### src/hw/rtl/rcbs_pkg.sv
// Package for the radio clock button sequencer.
// Phase, event and register index codes shared by the top level and its checker.
// No dependencies.
package rcbs_pkg;

   // Sequencer phases, numbered as they are reported on the result channel
   typedef enum logic [3:0] {
      PH_POWER_OFF      = 4'd0,
      PH_POWER_ON_WAIT  = 4'd1,
      PH_POWER_ON       = 4'd2,
      PH_PRESS_RC_OFF   = 4'd3,
      PH_RELEASE_RC_OFF = 4'd4,
      PH_RC_OFF         = 4'd5,
      PH_PRESS_FORMAT   = 4'd6,
      PH_RELEASE_FORMAT = 4'd7,
      PH_PRESS_RC_ON    = 4'd8,
      PH_RELEASE_RC_ON  = 4'd9,
      PH_RC_ON          = 4'd10,
      PH_RUNNING        = 4'd11
   } phase_type;

   // Event reported with each result
   typedef enum logic [1:0] {
      EV_NONE    = 2'd0,
      EV_READY   = 2'd1,
      EV_RECOVER = 2'd2,
      EV_STOPPED = 2'd3
   } event_type;

   // Configuration register indexes (byte address = 4 * index)
   typedef enum logic [2:0] {
      REG_POWER_WAIT = 3'd0,
      REG_PRESS      = 3'd1,
      REG_RELEASE    = 3'd2,
      REG_RETRY      = 3'd3,
      REG_IDLE       = 3'd4,
      REG_FAIL_MIN   = 3'd5,
      REG_FAIL_MAX   = 3'd6
   } reg_type;

   // Input transaction kinds carried on tuser
   localparam logic CMD_TICK     = 1'b0;
   localparam logic CMD_POWER_ON = 1'b1;

   // Result word layout
   localparam int unsigned RESULT_BITS = 10;
   localparam int unsigned RSP_TDATA_BITS = 16;
   localparam int unsigned CSR_ADDR_BITS = 5;

endpackage

### src/hw/rtl/radio_clock_button_sequencer_unit.sv
// Radio clock button sequencer top level: phase machine, button timer,
// line change timer, APB register file and a two-entry result queue.
// Depends on rcbs_pkg.
//
//   channel   direction  transaction                         handshake
//   req_      in         tuser command, tdata request level  tvalid/tready
//   rsp_      out        tdata phase, buttons, event          tvalid/tready
//   csr_      in/out     APB register write/read              psel/penable, pready=1
//
// One transaction enters per cycle while req_tready is high; its result is queued.
// All state is updated at acceptance by a single pass of logic (counter
// increment, countdown decrement, window compare, phase update).
// Results queue in two entries; req_tready drops only while both are full.
// Reset is synchronous and returns every register but the queue storage to its default.
module radio_clock_button_sequencer_unit #(
   parameter int unsigned TICK_COUNTER_BITS = 32
) (
   input  logic                                 clock,
   input  logic                                 reset,
   // request stream
   input  logic                                 req_tvalid,
   output logic                                 req_tready,
   input  logic [7:0]                           req_tdata,  // [0] request_line
   input  logic                                 req_tuser,  // [0] command
   // result stream
   output logic                                 rsp_tvalid,
   input  logic                                 rsp_tready,
   // [0] power_drive, [1] radio_button_press, [2] format_button_press,
   // [6:3] phase, [7] signal_requested, [9:8] event_code
   output logic [rcbs_pkg::RSP_TDATA_BITS-1:0]  rsp_tdata,
   // configuration
   input  logic                                 csr_psel,
   input  logic                                 csr_penable,
   input  logic                                 csr_pwrite,
   input  logic [rcbs_pkg::CSR_ADDR_BITS-1:0]   csr_paddr,
   input  logic [31:0]                          csr_pwdata,
   output logic [31:0]                          csr_prdata,
   output logic                                 csr_pready
);
   import rcbs_pkg::*;

   localparam int unsigned CmpBits = (TICK_COUNTER_BITS > 32) ? TICK_COUNTER_BITS : 32;
   localparam logic [TICK_COUNTER_BITS-1:0] SinceMax = {TICK_COUNTER_BITS{1'b1}};

   // configuration registers
   logic [31:0] power_wait_ff, press_ff, release_ff, retry_ff, idle_ff;
   logic [31:0] fail_min_ff, fail_max_ff;
   logic        csr_write;

   // sequencer state
   phase_type                     phase_ff, phase_in;
   logic [31:0]                   countdown_ff, countdown_in;
   logic                          running_ff, running_in;
   logic                          armed_ff, armed_in;
   logic                          last_level_ff, last_level_in;
   logic                          requested_ff, requested_in;
   logic [TICK_COUNTER_BITS-1:0]  since_ff, since_in;
   event_type                     event_in;

   // result queue
   logic [RESULT_BITS-1:0] queue_ff [2];
   logic                   wr_ptr_ff, rd_ptr_ff;
   logic [1:0]             count_ff;
   logic [RESULT_BITS-1:0] result_word;
   logic                   req_accept, rsp_accept;

   logic                   req_line;

   // register file
   assign csr_pready = 1'b1;
   assign csr_write  = csr_psel & csr_penable & csr_pwrite & csr_pready;

   always_ff @(posedge clock) begin
      if (reset) begin
         power_wait_ff <= 32'd1000000;
         press_ff      <= 32'd200000;
         release_ff    <= 32'd200000;
         retry_ff      <= 32'd10000000;
         idle_ff       <= 32'd60000000;
         fail_min_ff   <= 32'd0;
         fail_max_ff   <= 32'd0;
      end else if (csr_write) begin
         unique case (csr_paddr[4:2])
            REG_POWER_WAIT: power_wait_ff <= csr_pwdata;
            REG_PRESS:      press_ff      <= csr_pwdata;
            REG_RELEASE:    release_ff    <= csr_pwdata;
            REG_RETRY:      retry_ff      <= csr_pwdata;
            REG_IDLE:       idle_ff       <= csr_pwdata;
            REG_FAIL_MIN:   fail_min_ff   <= csr_pwdata;
            REG_FAIL_MAX:   fail_max_ff   <= csr_pwdata;
            default: ;
         endcase
      end
   end

   always_comb begin
      unique case (csr_paddr[4:2])
         REG_POWER_WAIT: csr_prdata = power_wait_ff;
         REG_PRESS:      csr_prdata = press_ff;
         REG_RELEASE:    csr_prdata = release_ff;
         REG_RETRY:      csr_prdata = retry_ff;
         REG_IDLE:       csr_prdata = idle_ff;
         REG_FAIL_MIN:   csr_prdata = fail_min_ff;
         REG_FAIL_MAX:   csr_prdata = fail_max_ff;
         default:        csr_prdata = 32'd0;
      endcase
   end

   // handshakes
   assign req_tready = (count_ff != 2'd2);
   assign req_accept = req_tvalid & req_tready;
   assign rsp_tvalid = (count_ff != 2'd0);
   assign rsp_accept = rsp_tvalid & rsp_tready;
   assign req_line   = req_tdata[0];

   // next state: command, then tick count, timer expiry, line change
   always_comb begin
      logic [CmpBits-1:0] dur;
      logic               win;
      phase_in      = phase_ff;
      countdown_in  = countdown_ff;
      running_in    = running_ff;
      armed_in      = armed_ff;
      last_level_in = last_level_ff;
      requested_in  = requested_ff;
      since_in      = since_ff;
      event_in      = EV_NONE;
      dur           = '0;
      win           = 1'b0;
      if (req_accept) begin
         if (req_tuser == CMD_POWER_ON) begin
            if (phase_ff == PH_POWER_OFF) begin
               phase_in     = PH_POWER_ON_WAIT;
               countdown_in = power_wait_ff;
               running_in   = 1'b1;
            end
         end else begin
            // saturating time since last line change
            if (since_ff != SinceMax) since_in = since_ff + TICK_COUNTER_BITS'(1);
            // countdown and expiry action
            if (running_ff) begin
               if (countdown_ff <= 32'd1) begin
                  running_in   = 1'b0;
                  countdown_in = 32'd0;
                  unique case (phase_ff)
                     PH_POWER_OFF, PH_POWER_ON_WAIT: begin
                        phase_in = PH_POWER_ON;
                        armed_in = 1'b1;
                     end
                     PH_PRESS_RC_OFF: begin
                        phase_in     = PH_RELEASE_RC_OFF;
                        countdown_in = release_ff;
                        running_in   = 1'b1;
                     end
                     PH_RELEASE_RC_OFF: begin
                        phase_in = PH_RC_OFF;
                        if (!requested_ff) begin
                           phase_in     = PH_PRESS_FORMAT;
                           countdown_in = press_ff;
                           running_in   = 1'b1;
                        end
                     end
                     PH_PRESS_FORMAT: begin
                        phase_in     = PH_RELEASE_FORMAT;
                        countdown_in = release_ff;
                        running_in   = 1'b1;
                     end
                     PH_RUNNING: begin
                        event_in     = EV_STOPPED;
                        phase_in     = PH_PRESS_RC_ON;
                        countdown_in = press_ff;
                        running_in   = 1'b1;
                     end
                     PH_RELEASE_FORMAT, PH_RC_ON: begin
                        phase_in     = PH_PRESS_RC_ON;
                        countdown_in = press_ff;
                        running_in   = 1'b1;
                     end
                     PH_PRESS_RC_ON: begin
                        phase_in     = PH_RELEASE_RC_ON;
                        countdown_in = release_ff;
                        running_in   = 1'b1;
                     end
                     PH_RELEASE_RC_ON: begin
                        if (requested_ff) begin
                           phase_in = PH_RUNNING;
                           event_in = EV_READY;
                        end else begin
                           phase_in     = PH_RC_ON;
                           countdown_in = retry_ff;
                           running_in   = 1'b1;
                        end
                     end
                     default: ;
                  endcase
               end else begin
                  countdown_in = countdown_ff - 32'd1;
               end
            end
            // request line change, seen after the expiry of this tick
            if (armed_in && (req_line != last_level_ff)) begin
               dur           = CmpBits'(since_in);
               win           = (dur >= CmpBits'(fail_min_ff)) &&
                               (dur <= CmpBits'(fail_max_ff));
               since_in      = '0;
               last_level_in = req_line;
               requested_in  = ~req_line;
               if (!req_line) begin
                  if (phase_in == PH_POWER_ON) begin
                     phase_in     = PH_PRESS_RC_OFF;
                     countdown_in = press_ff;
                     running_in   = 1'b1;
                  end else if (phase_in == PH_RC_ON) begin
                     phase_in     = PH_RUNNING;
                     countdown_in = 32'd0;
                     running_in   = 1'b0;
                     event_in     = EV_READY;
                  end else if (phase_in == PH_RUNNING) begin
                     countdown_in = 32'd0;
                     running_in   = 1'b0;
                  end
               end else begin
                  if (phase_in == PH_RC_OFF) begin
                     phase_in     = PH_PRESS_FORMAT;
                     countdown_in = press_ff;
                     running_in   = 1'b1;
                  end else if (phase_in == PH_RUNNING) begin
                     running_in = 1'b1;
                     if (win) begin
                        phase_in     = PH_RC_ON;
                        countdown_in = retry_ff;
                        event_in     = EV_RECOVER;
                     end else begin
                        countdown_in = idle_ff;
                     end
                  end
               end
            end
         end
      end
   end

   // state registers
   always_ff @(posedge clock) begin
      if (reset) begin
         phase_ff      <= PH_POWER_OFF;
         countdown_ff  <= 32'd0;
         running_ff    <= 1'b0;
         armed_ff      <= 1'b0;
         last_level_ff <= 1'b1;
         requested_ff  <= 1'b0;
         since_ff      <= SinceMax;
      end else begin
         phase_ff      <= phase_in;
         countdown_ff  <= countdown_in;
         running_ff    <= running_in;
         armed_ff      <= armed_in;
         last_level_ff <= last_level_in;
         requested_ff  <= requested_in;
         since_ff      <= since_in;
      end
   end

   // result word from the state after this transaction
   assign result_word = {event_in, requested_in, phase_in,
                         (phase_in == PH_PRESS_FORMAT),
                         (phase_in == PH_PRESS_RC_OFF) || (phase_in == PH_PRESS_RC_ON),
                         (phase_in == PH_POWER_OFF)};

   // two-entry result queue
   always_ff @(posedge clock) begin
      if (req_accept) queue_ff[wr_ptr_ff] <= result_word;
   end

   always_ff @(posedge clock) begin
      if (reset) begin
         wr_ptr_ff <= 1'b0;
         rd_ptr_ff <= 1'b0;
         count_ff  <= 2'd0;
      end else begin
         if (req_accept) wr_ptr_ff <= ~wr_ptr_ff;
         if (rsp_accept) rd_ptr_ff <= ~rd_ptr_ff;
         case ({req_accept, rsp_accept})
            2'b10:   count_ff <= count_ff + 2'd1;
            2'b01:   count_ff <= count_ff - 2'd1;
            default: count_ff <= count_ff;
         endcase
      end
   end

   assign rsp_tdata = {{(RSP_TDATA_BITS-RESULT_BITS){1'b0}}, queue_ff[rd_ptr_ff]};

endmodule

### config.mk
export PLATFORM = sky130hd
export DESIGN_NAME = radio_clock_button_sequencer_unit
export DESIGN_NICKNAME = d
export VERILOG_FILES = /design/src/hw/rtl/rcbs_pkg.sv /design/src/hw/rtl/radio_clock_button_sequencer_unit.sv
export SDC_FILE = /design/constraint.sdc
export NUM_CORES = 1
export LEC_CHECK = 0
export ABC_AREA = 1
export BUFFER_PORTS_ARGS = -buffer_cell sky130_fd_sc_hd__clkbuf_2
export CORE_MARGIN = 2
export CORE_UTILIZATION = 48
export CTS_BUF_LIST = sky130_fd_sc_hd__clkbuf_4
export DETAILED_ROUTE_END_ITERATION = 8
export PLACE_DENSITY_LB_ADDON = 0.3
export SLEW_MARGIN = 0
export SYNTH_ARGS = -nofsm -noshare
export SYNTH_HDL_FRONTEND = slang
export SYNTH_SLANG_ARGS = --single-unit
### constraint.sdc
create_clock -name clock -period 7.45 [get_ports clock]
set_clock_uncertainty 0.05 [all_clocks]
set_input_delay 1.49 -clock clock [delete_from_list [all_inputs] [get_ports clock]]
set_output_delay 1.49 -clock clock [all_outputs]
set_load 0.01 [all_outputs]
==> metrics.txt, run 1 <==
Net count, final=3236; maximum cell stage delay along the critical path=0.76 ns; min-delay worst type=reg2reg; Netlist Area Pre-Place=0.01996 mm2; number of max-cap violations=0; CP required=8.03 ns; count of flip-flops with a built-in enable after synthesis=20; number of buffers created by CTS=89; status=completed; power per cell area=232.3 mW/mm2; Yosys cell types=52; detailed-router iteration count before antenna repair=6; routed length per placed instance=20.19 um; setup repair after global routing missed its margin=no; maximum number of pins on one net before global-route repair=99; antenna-violating nets left=0; vias=21880; fraction of layout instances using a drive strength above 1=10.97%; kind of launch point of the worst setup path=flop; leakage=9.491 nW; Max IR drop VDD=0.1307 mV; final worst-path setup slack=1.787 ns; Crit path arrival time=6.24 ns; Placeable Area=0.04092 mm2; Port Buf Inserts=87; Final Critical Period=5.663 ns; post-cts gate resize count=0; transition time at the pin with the least slew margin=1.127 ns; worst rel slew slack=24.57%; final setup violation count=0; DRT Wirelength=75010 um; first-pass GRT wire length=115200 um; cell at the slowest stage of the critical path=sky130_fd_sc_hd__nand3_1; crit path capture type=flop; post-CTS setup repair buffer count=0; area enclosed by the die boundary=0.04323 mm2; Cell Rows=74; total negative setup slack=0 ns; Setup Crit Path Kind=reg2reg; average instance area after synthesis=6.494 um2; FF+latch count, synth=321; worst-path fanout max=17; Synth-to-Final Area Change=9.057%; final worst path period share=76.02%; clock latency on the worst-skew pair=0.83 ns; post-route core utilization=53.19%; CTS hold repair buffers=0; Clock transition at path regs=0.07 ns; antenna violations before repair=3; vias in the first global route=20690; number of remaining DRC errors=0; share of the yosys chip area belonging to registers=33.20%; Max Freq=0.1766 GHz; GRT Residual Overflow=0; number of warnings issued by yosys=0; TritonCTS clock tree=built; count of final max-slew check failures=0; RD Place Congestion=1.034; clock root buffer master=sky130_fd_sc_hd__clkbuf_4; Top cell by count, worst path=sky130_fd_sc_hd__nand2_1; Gate Count Post-Synth=3074; final cell area excluding filler cells=0.02177 mm2; proportion of register bits with asynchronous set or reset after synthesis=0%; Max clock buf depth=3; Placed Area=0.02063 mm2; effective utilization at floorplan=48.78%; overall global routing resource usage=33.78%; Detail Placement HPWL=48180 um; I/O pin count=104; sinks on the clock net=321; Die Ht=207.9 um; count of routing violations after the opening detailed-route iteration=2598; htree depth=3; detail-routed via count per cell=5.889; Chip Width=207.9 um; Worst Setup Slack post-DPL=1.939 ns; Post-synth top flop=sky130_fd_sc_hd__dfxtp_1; Final Hold Viols=0
## power breakdown
group / switching [mW] / internal [mW]
Clock: 0.798 / 0.860
Combinational: 1.02 / 0.482
Sequential: 0.0826 / 1.82
## critical path: cells and delay by family (launching register included)
| family | cells | cell delay (ns) |
|---|---|---|
| compound gates | 4 | 0.48 |
| fa+ha+maj | 1 | 0.32 |
| xor+xnor | 1 | 0.31 |
| simple gates | 16 | 3.33 |
| flops | 1 | 0.32 |
| buf+inv | 3 | 0.69 |
## placed cells by master, fill, tap and decap left out, types with 14 or more instances in the layout
cell type                     n
sky130_fd_sc_hd__nand4_1     27
sky130_fd_sc_hd__clkbuf_2    87
sky130_fd_sc_hd__inv_1      302
sky130_fd_sc_hd__a221oi_1    26
sky130_fd_sc_hd__a21oi_1    280
sky130_fd_sc_hd__nor3_1      14
sky130_fd_sc_hd__nand3_1    188
sky130_fd_sc_hd__xor2_1      31
sky130_fd_sc_hd__clkbuf_4   136
sky130_fd_sc_hd__o2111ai_1   15
sky130_fd_sc_hd__o21ai_1     40
sky130_fd_sc_hd__o211ai_1    37
sky130_fd_sc_hd__buf_4       41
sky130_fd_sc_hd__edfxtp_1    20
sky130_fd_sc_hd__nor2_2      24
sky130_fd_sc_hd__ha_1        68
sky130_fd_sc_hd__o21ai_0    327
sky130_fd_sc_hd__xnor2_1     18
sky130_fd_sc_hd__inv_2       15
sky130_fd_sc_hd__nor2_1     314
sky130_fd_sc_hd__nand2_1    713
sky130_fd_sc_hd__clkinv_1    19
sky130_fd_sc_hd__dfxtp_1    300
sky130_fd_sc_hd__o22ai_1     29
## state kept, by name, indices dropped and copies added (netlist names), named ones only
register	cells
countdown_ff	32
fail_max_ff	32
fail_min_ff	32
idle_ff	32
power_wait_ff	32
press_ff	32
release_ff	32
retry_ff	32
since_ff	32
queue_ff	20
phase_ff	4
count_ff	2
armed_ff	1
last_level_ff	1
rd_ptr_ff	1
requested_ff	1
running_ff	1
wr_ptr_ff	1
## through the flow
| step | power [mW] | hold slack [ns] | cells |
|---|---|---|---|
| floorplan | 2.964 | 0.3757 | 3079 |
| global placement | 3.354 | 0.3855 | 3556 |
| detailed placement | 3.394 | 0.3915 | 3556 |
| CTS | 5.040 | 0.4025 | 3712 |
| global route | 5.356 | 0.4128 | 3715 |
| finish | 5.058 | 0.4050 | 3715 |
## final timing paths
kind                                    from        endpoint  slack (ns)  cells past startpoint
worst max register to register  since_ff[13]  queue_ff[1][1]        1.79                     25
worst min-delay path               rd_ptr_ff            flop        0.41                      1
worst min register to register     rd_ptr_ff            flop        0.41                      1
worst max-delay path            since_ff[13]  queue_ff[1][1]        1.79                     25
## synthesized netlist by cell type, types with 2 or more instances
master | count | share of area [%]
sky130_fd_sc_hd__nand3_1 | 188 | 4.7
sky130_fd_sc_hd__o2111ai_1 | 15 | 0.66
sky130_fd_sc_hd__nor3_1 | 18 | 0.45
sky130_fd_sc_hd__buf_2 | 17 | 0.43
sky130_fd_sc_hd__xnor2_1 | 18 | 0.79
sky130_fd_sc_hd__clkbuf_1 | 131 | 2.5
sky130_fd_sc_hd__edfxtp_1 | 20 | 3.0
sky130_fd_sc_hd__nand3b_1 | 11 | 0.41
sky130_fd_sc_hd__nor2_4 | 3 | 0.17
sky130_fd_sc_hd__buf_1 | 12 | 0.23
sky130_fd_sc_hd__o21a_1 | 3 | 0.11
sky130_fd_sc_hd__o22ai_1 | 29 | 0.91
sky130_fd_sc_hd__a21oi_1 | 280 | 7.0
sky130_fd_sc_hd__a221o_1 | 8 | 0.40
sky130_fd_sc_hd__nor3_2 | 3 | 0.15
sky130_fd_sc_hd__nand4_1 | 27 | 0.85
sky130_fd_sc_hd__xor2_1 | 31 | 1.4
sky130_fd_sc_hd__and3_1 | 2 | 0.063
sky130_fd_sc_hd__mux2_2 | 10 | 0.56
sky130_fd_sc_hd__nand2_1 | 717 | 13
sky130_fd_sc_hd__nor2_2 | 21 | 0.66
sky130_fd_sc_hd__and2_1 | 2 | 0.063
sky130_fd_sc_hd__a22oi_1 | 13 | 0.49
sky130_fd_sc_hd__nor4_1 | 10 | 0.31
sky130_fd_sc_hd__o21ai_0 | 327 | 8.2
sky130_fd_sc_hd__o21bai_1 | 2 | 0.075
sky130_fd_sc_hd__buf_6 | 4 | 0.23
sky130_fd_sc_hd__clkinv_1 | 4 | 0.075
sky130_fd_sc_hd__buf_4 | 18 | 0.68
sky130_fd_sc_hd__dfxtp_1 | 301 | 30
sky130_fd_sc_hd__o21ai_1 | 41 | 1.0
sky130_fd_sc_hd__conb_1 | 2 | 0.038
sky130_fd_sc_hd__nand2_2 | 5 | 0.16
sky130_fd_sc_hd__ha_1 | 68 | 4.3
sky130_fd_sc_hd__a221oi_1 | 26 | 1.1
sky130_fd_sc_hd__nand3_2 | 5 | 0.25
sky130_fd_sc_hd__inv_1 | 307 | 5.8
sky130_fd_sc_hd__o211ai_1 | 37 | 1.4
sky130_fd_sc_hd__inv_2 | 9 | 0.17
sky130_fd_sc_hd__nor2_1 | 317 | 6.0
## cell type report
| class | instances | area [um2] |
|---|---|---|
| antenna | 3 | 7.507 |
| clock buffer | 136 | 1021 |
| clock inverter | 20 | 106.4 |
| fill | 4155 | 19150 |
| inverter | 321 | 1209 |
| multi-input combinational | 2254 | 11390 |
| sequential | 321 | 6628 |
| tap | 532 | 665.6 |
| timing repair buffer | 128 | 743.2 |
## metal layers
| layer | vias up | track usage (%) | share of wire (%) |
|---|---|---|---|
| li1 | 10330 | - | - |
| met1 | 9979 | 42.53 | 39 |
| met2 | 1289 | 52.93 | 44 |
| met3 | 282 | 8.996 | 11 |
| met4 | 0 | 17.90 | 5.2 |
| met5 | - | 0 | 0 |
## logic make-up (layout without fill, tap and decap cells)
family                   count (synthesis)  in the layout  synth area share (%)
adder cells (fa/ha/maj)                 68             68                 4.262
multiplexers                            10             10                0.5641
buffers and inverters                  504            605                 10.09
other                                    2             10               0.03762
AO/OA/AOI/OAI                          787            787                 21.69
AND/OR/NAND/NOR                       1333           1333                 28.02
XOR/XNOR                                49             49                 2.150
flip-flops                             321            321                 33.20
No activity file was read; power rests on OpenSTA's default activity.
==> run 2, diff against run 1 <==
Settings changed: ABC_AREA 1 to 0.
Clock period 7.45 ns to 5.6 ns, I/O delays scaled along.
==> run 2 against run 1 <==
Against the previous run:
- die area is 4.5% lower
- global-route usage is 0.63 points higher
- total power is 42% higher
- sequential share of layout area is 0.96 points higher
- routed wire length is 3.6% lower
- critical path type unchanged
- largest cell class unchanged
- sequential power is 36% higher
- first-iteration DRC count is 8.7% lower
- final cell count is 17% lower
- count of clock-buffer cells in the layout is 2 higher
- critical endpoint is now queue_ff[0][1]
- core utilization is 1.0 points higher
- final area is 3.0% lower
- worst setup slack worse by 1.6 ns
==> metrics.txt, run 2 <==
Chip Width=203.2 um; Post-synth top flop=sky130_fd_sc_hd__dfxtp_1; top cells by instance count after synthesis=612 x sky130_fd_sc_hd__nand2_1, 301 x sky130_fd_sc_hd__dfxtp_1, 272 x sky130_fd_sc_hd__a21oi_1; Die Ht=203.2 um; area enclosed by the die boundary=0.04128 mm2; routed length per placed instance=23.31 um; final setup violation count=0; Setup Crit Path Kind=reg2reg; clock latency on the worst-skew pair=0.83 ns; post-route core utilization=54.24%; proportion of register bits with asynchronous set or reset after synthesis=0%; Crit path arrival time=5.81 ns; power per cell area=340.9 mW/mm2; Port Buf Inserts=87; antenna-violating nets left=0; number of max-cap violations=0; met1 track utilization from global routing=44.10%; DRT Wirelength=72320 um; internal power=4.526 mW; busiest layer in global routing=met2; detail-routed via count per cell=6.507; number of remaining DRC errors=0; Yosys cell types=82; count of final max-slew check failures=0; antenna violations before repair=2; Netlist Area Pre-Place=0.01904 mm2; htree depth=3; maximum number of pins on one net before global-route repair=112; share of the yosys chip area belonging to registers=34.80%; net load switching power=2.671 mW; worst rel slew slack=17.94%; transition time at the pin with the least slew margin=1.231 ns; vias=20190; sinks on the clock net=321; leading area contributor after synthesis=sky130_fd_sc_hd__dfxtp_1; GRT Residual Overflow=0; kind of launch point of the worst setup path=flop; Final Hold Viols=0; fraction of layout instances using a drive strength above 1=15.96%; most common cell after layout, fill and taps aside=sky130_fd_sc_hd__nand2_1; power share of the sequential group=35.8%; most common cell in the synthesized netlist=sky130_fd_sc_hd__nand2_1; average instance area after synthesis=7.719 um2; vias in the first global route=19260; Clock transition at path regs=0.07 ns; Synth-to-Final Area Change=10.86%; clock network power share=31.4%; final worst path period share=96.24%; FF+latch count, synth=321; Max Freq=0.1856 GHz; TritonCTS clock tree=built; post-route non-filler standard cell count=3102; Net count, final=2637; first-pass GRT wire length=110600 um; overall global routing resource usage=34.41%; status=completed; number of warnings issued by yosys=0; grt met2 use=51.99%; count of flip-flops with a built-in enable after synthesis=20; total negative setup slack=0 ns; Detail Placement HPWL=48640 um; count of routing violations after the opening detailed-route iteration=2372; Placed Area=0.01986 mm2; CTS hold repair buffers=0; effective utilization at floorplan=48.93%; commonest cells after routing, fill and taps aside=611 x sky130_fd_sc_hd__nand2_1, 298 x sky130_fd_sc_hd__dfxtp_1, 272 x sky130_fd_sc_hd__a21oi_1; Gate Count Post-Synth=2467; proportion of power drawn by combinational gates=32.8%; leakage=7.757 nW; crit path capture type=flop; Cell Rows=72; met3 Track Usage GR=7.111%; CP required=6.02 ns; I/O pin count=104; Final Critical Period=5.389 ns; worst-path fanout max=8; final total power=7.197 mW; detailed-router iteration count before antenna repair=6; fraction of power spent switching nets=37.11%; number of buffers created by CTS=90; portion of synthesized cell area occupied by the leading cell type=31.64%; Worst R2R Setup Slack=0.21 ns; clock root buffer master=sky130_fd_sc_hd__clkbuf_4; largest cells by area after synthesis=sky130_fd_sc_hd__dfxtp_1 32%, sky130_fd_sc_hd__nand2_1 12%, sky130_fd_sc_hd__a21oi_1 7.1%; final cell area excluding filler cells=0.02111 mm2; RD Place Congestion=0.9938; Max clock buf depth=3; min-delay worst type=reg2reg; Max IR drop VDD=0.1457 mV; Placeable Area=0.03892 mm2; number of placed instances, taps included=2940
## run 2: changes by cell type after synthesis, moves of 31 or more
| cell | previous run | this run |
|---|---|---|
| sky130_fd_sc_hd__inv_1 | 307 | 80 |
| sky130_fd_sc_hd__clkbuf_1 | 131 | 166 |
| sky130_fd_sc_hd__o21ai_0 | 327 | 77 |
| sky130_fd_sc_hd__mux2_2 | 10 | 63 |
| sky130_fd_sc_hd__a221oi_1 | 26 | 66 |
| sky130_fd_sc_hd__a222oi_1 | 0 | 31 |
| sky130_fd_sc_hd__o21ai_1 | 41 | 2 |
| sky130_fd_sc_hd__mux2i_1 | 0 | 48 |
| sky130_fd_sc_hd__nand3_1 | 188 | 83 |
| sky130_fd_sc_hd__a221o_1 | 8 | 39 |
| sky130_fd_sc_hd__nand2_1 | 717 | 612 |
| sky130_fd_sc_hd__nor2_1 | 317 | 111 |
## run 2: power by group through the flow
stage               clock [mW]  combinational (mW)  sequential [mW]
floorplan                    0                1.65             2.55
global placement             0                2.18             2.61
global route              2.40                2.58             2.60
finish                    2.26                2.36             2.58
CTS                       2.28                2.27             2.57
detailed placement           0                2.25             2.62
## run 2: layout make-up
type,instances,area (um2)
Multi-Input combinational cell,1870,11410
Clock buffer,138,1036
Fill cell,3710,17810
Antenna cell,2,5.005
Sequential cell,321,6630
Tap cell,518,648.1
Clock inverter,20,131.4
Timing Repair Buffer,151,945.9
Inverter,82,307.8
## run 2: timing repair
item                                    CTS  global route
endpoints found under the setup margin    0            35
gates resized for setup                   0            12
buffers inserted                          0             1
## run 2: logic make-up (layout without fill, tap and decap cells)
kind of cell	Yosys count	after routing	synth area share (%)
AND/OR/NAND/NOR	975	975	22.26
AO/OA/AOI/OAI	664	664	23.52
flip-flops	321	321	34.80
buffers and inverters	281	391	5.953
multiplexers	120	120	7.313
adder cells (fa/ha/maj)	68	68	4.468
XOR/XNOR	36	36	1.656
other	2	9	0.03944
## run 2: routing by layer
metal / share of wire, % / up-vias
li1: - / 9042
met1: 39 / 9521
met2: 43 / 1338
met3: 11 / 282
met4: 6.8 / 2
met5: 0.019 / -
## run 2: worst paths after layout
kind	start	to	cells past startpoint
worst min register to register	power_wait_ff[30]	countdown_ff[30]	2
worst max-delay path	since_ff[14]	queue_ff[0][1]	18
worst max register to register	since_ff[14]	queue_ff[0][1]	18
worst min-delay path	power_wait_ff[30]	countdown_ff[30]	2
## run 2: critical path, stage by stage, from the launching register on
cell	delay, ns
sky130_fd_sc_hd__dfxtp_1	0.41
sky130_fd_sc_hd__nand3_1	0.16
sky130_fd_sc_hd__or4_1	0.56
sky130_fd_sc_hd__or3_1	0.48
sky130_fd_sc_hd__nor2_1	0.17
sky130_fd_sc_hd__nor2_1	0.16
sky130_fd_sc_hd__and3_1	0.26
sky130_fd_sc_hd__xor2_1	0.19
sky130_fd_sc_hd__ha_1	0.32
sky130_fd_sc_hd__nand4_1	0.23
sky130_fd_sc_hd__nor4_2	0.34
sky130_fd_sc_hd__buf_4	0.18
sky130_fd_sc_hd__a21boi_0	0.21
sky130_fd_sc_hd__o31ai_1	0.14
sky130_fd_sc_hd__o211ai_1	0.18
sky130_fd_sc_hd__buf_12	0.18
sky130_fd_sc_hd__nor3_2	0.07
sky130_fd_sc_hd__o31ai_2	0.56
sky130_fd_sc_hd__mux2i_1	0.19
## run 2: metrics by stage
stage	worst slack, ns	hold slack, ns
after floorplan	0.5761	0.3863
after global placement	0.2748	0.3957
after detailed placement	0.1059	0.4027
after CTS	0.1000	0.4107
after global routing	-0.03785	0.4409
final	0.2108	0.3944
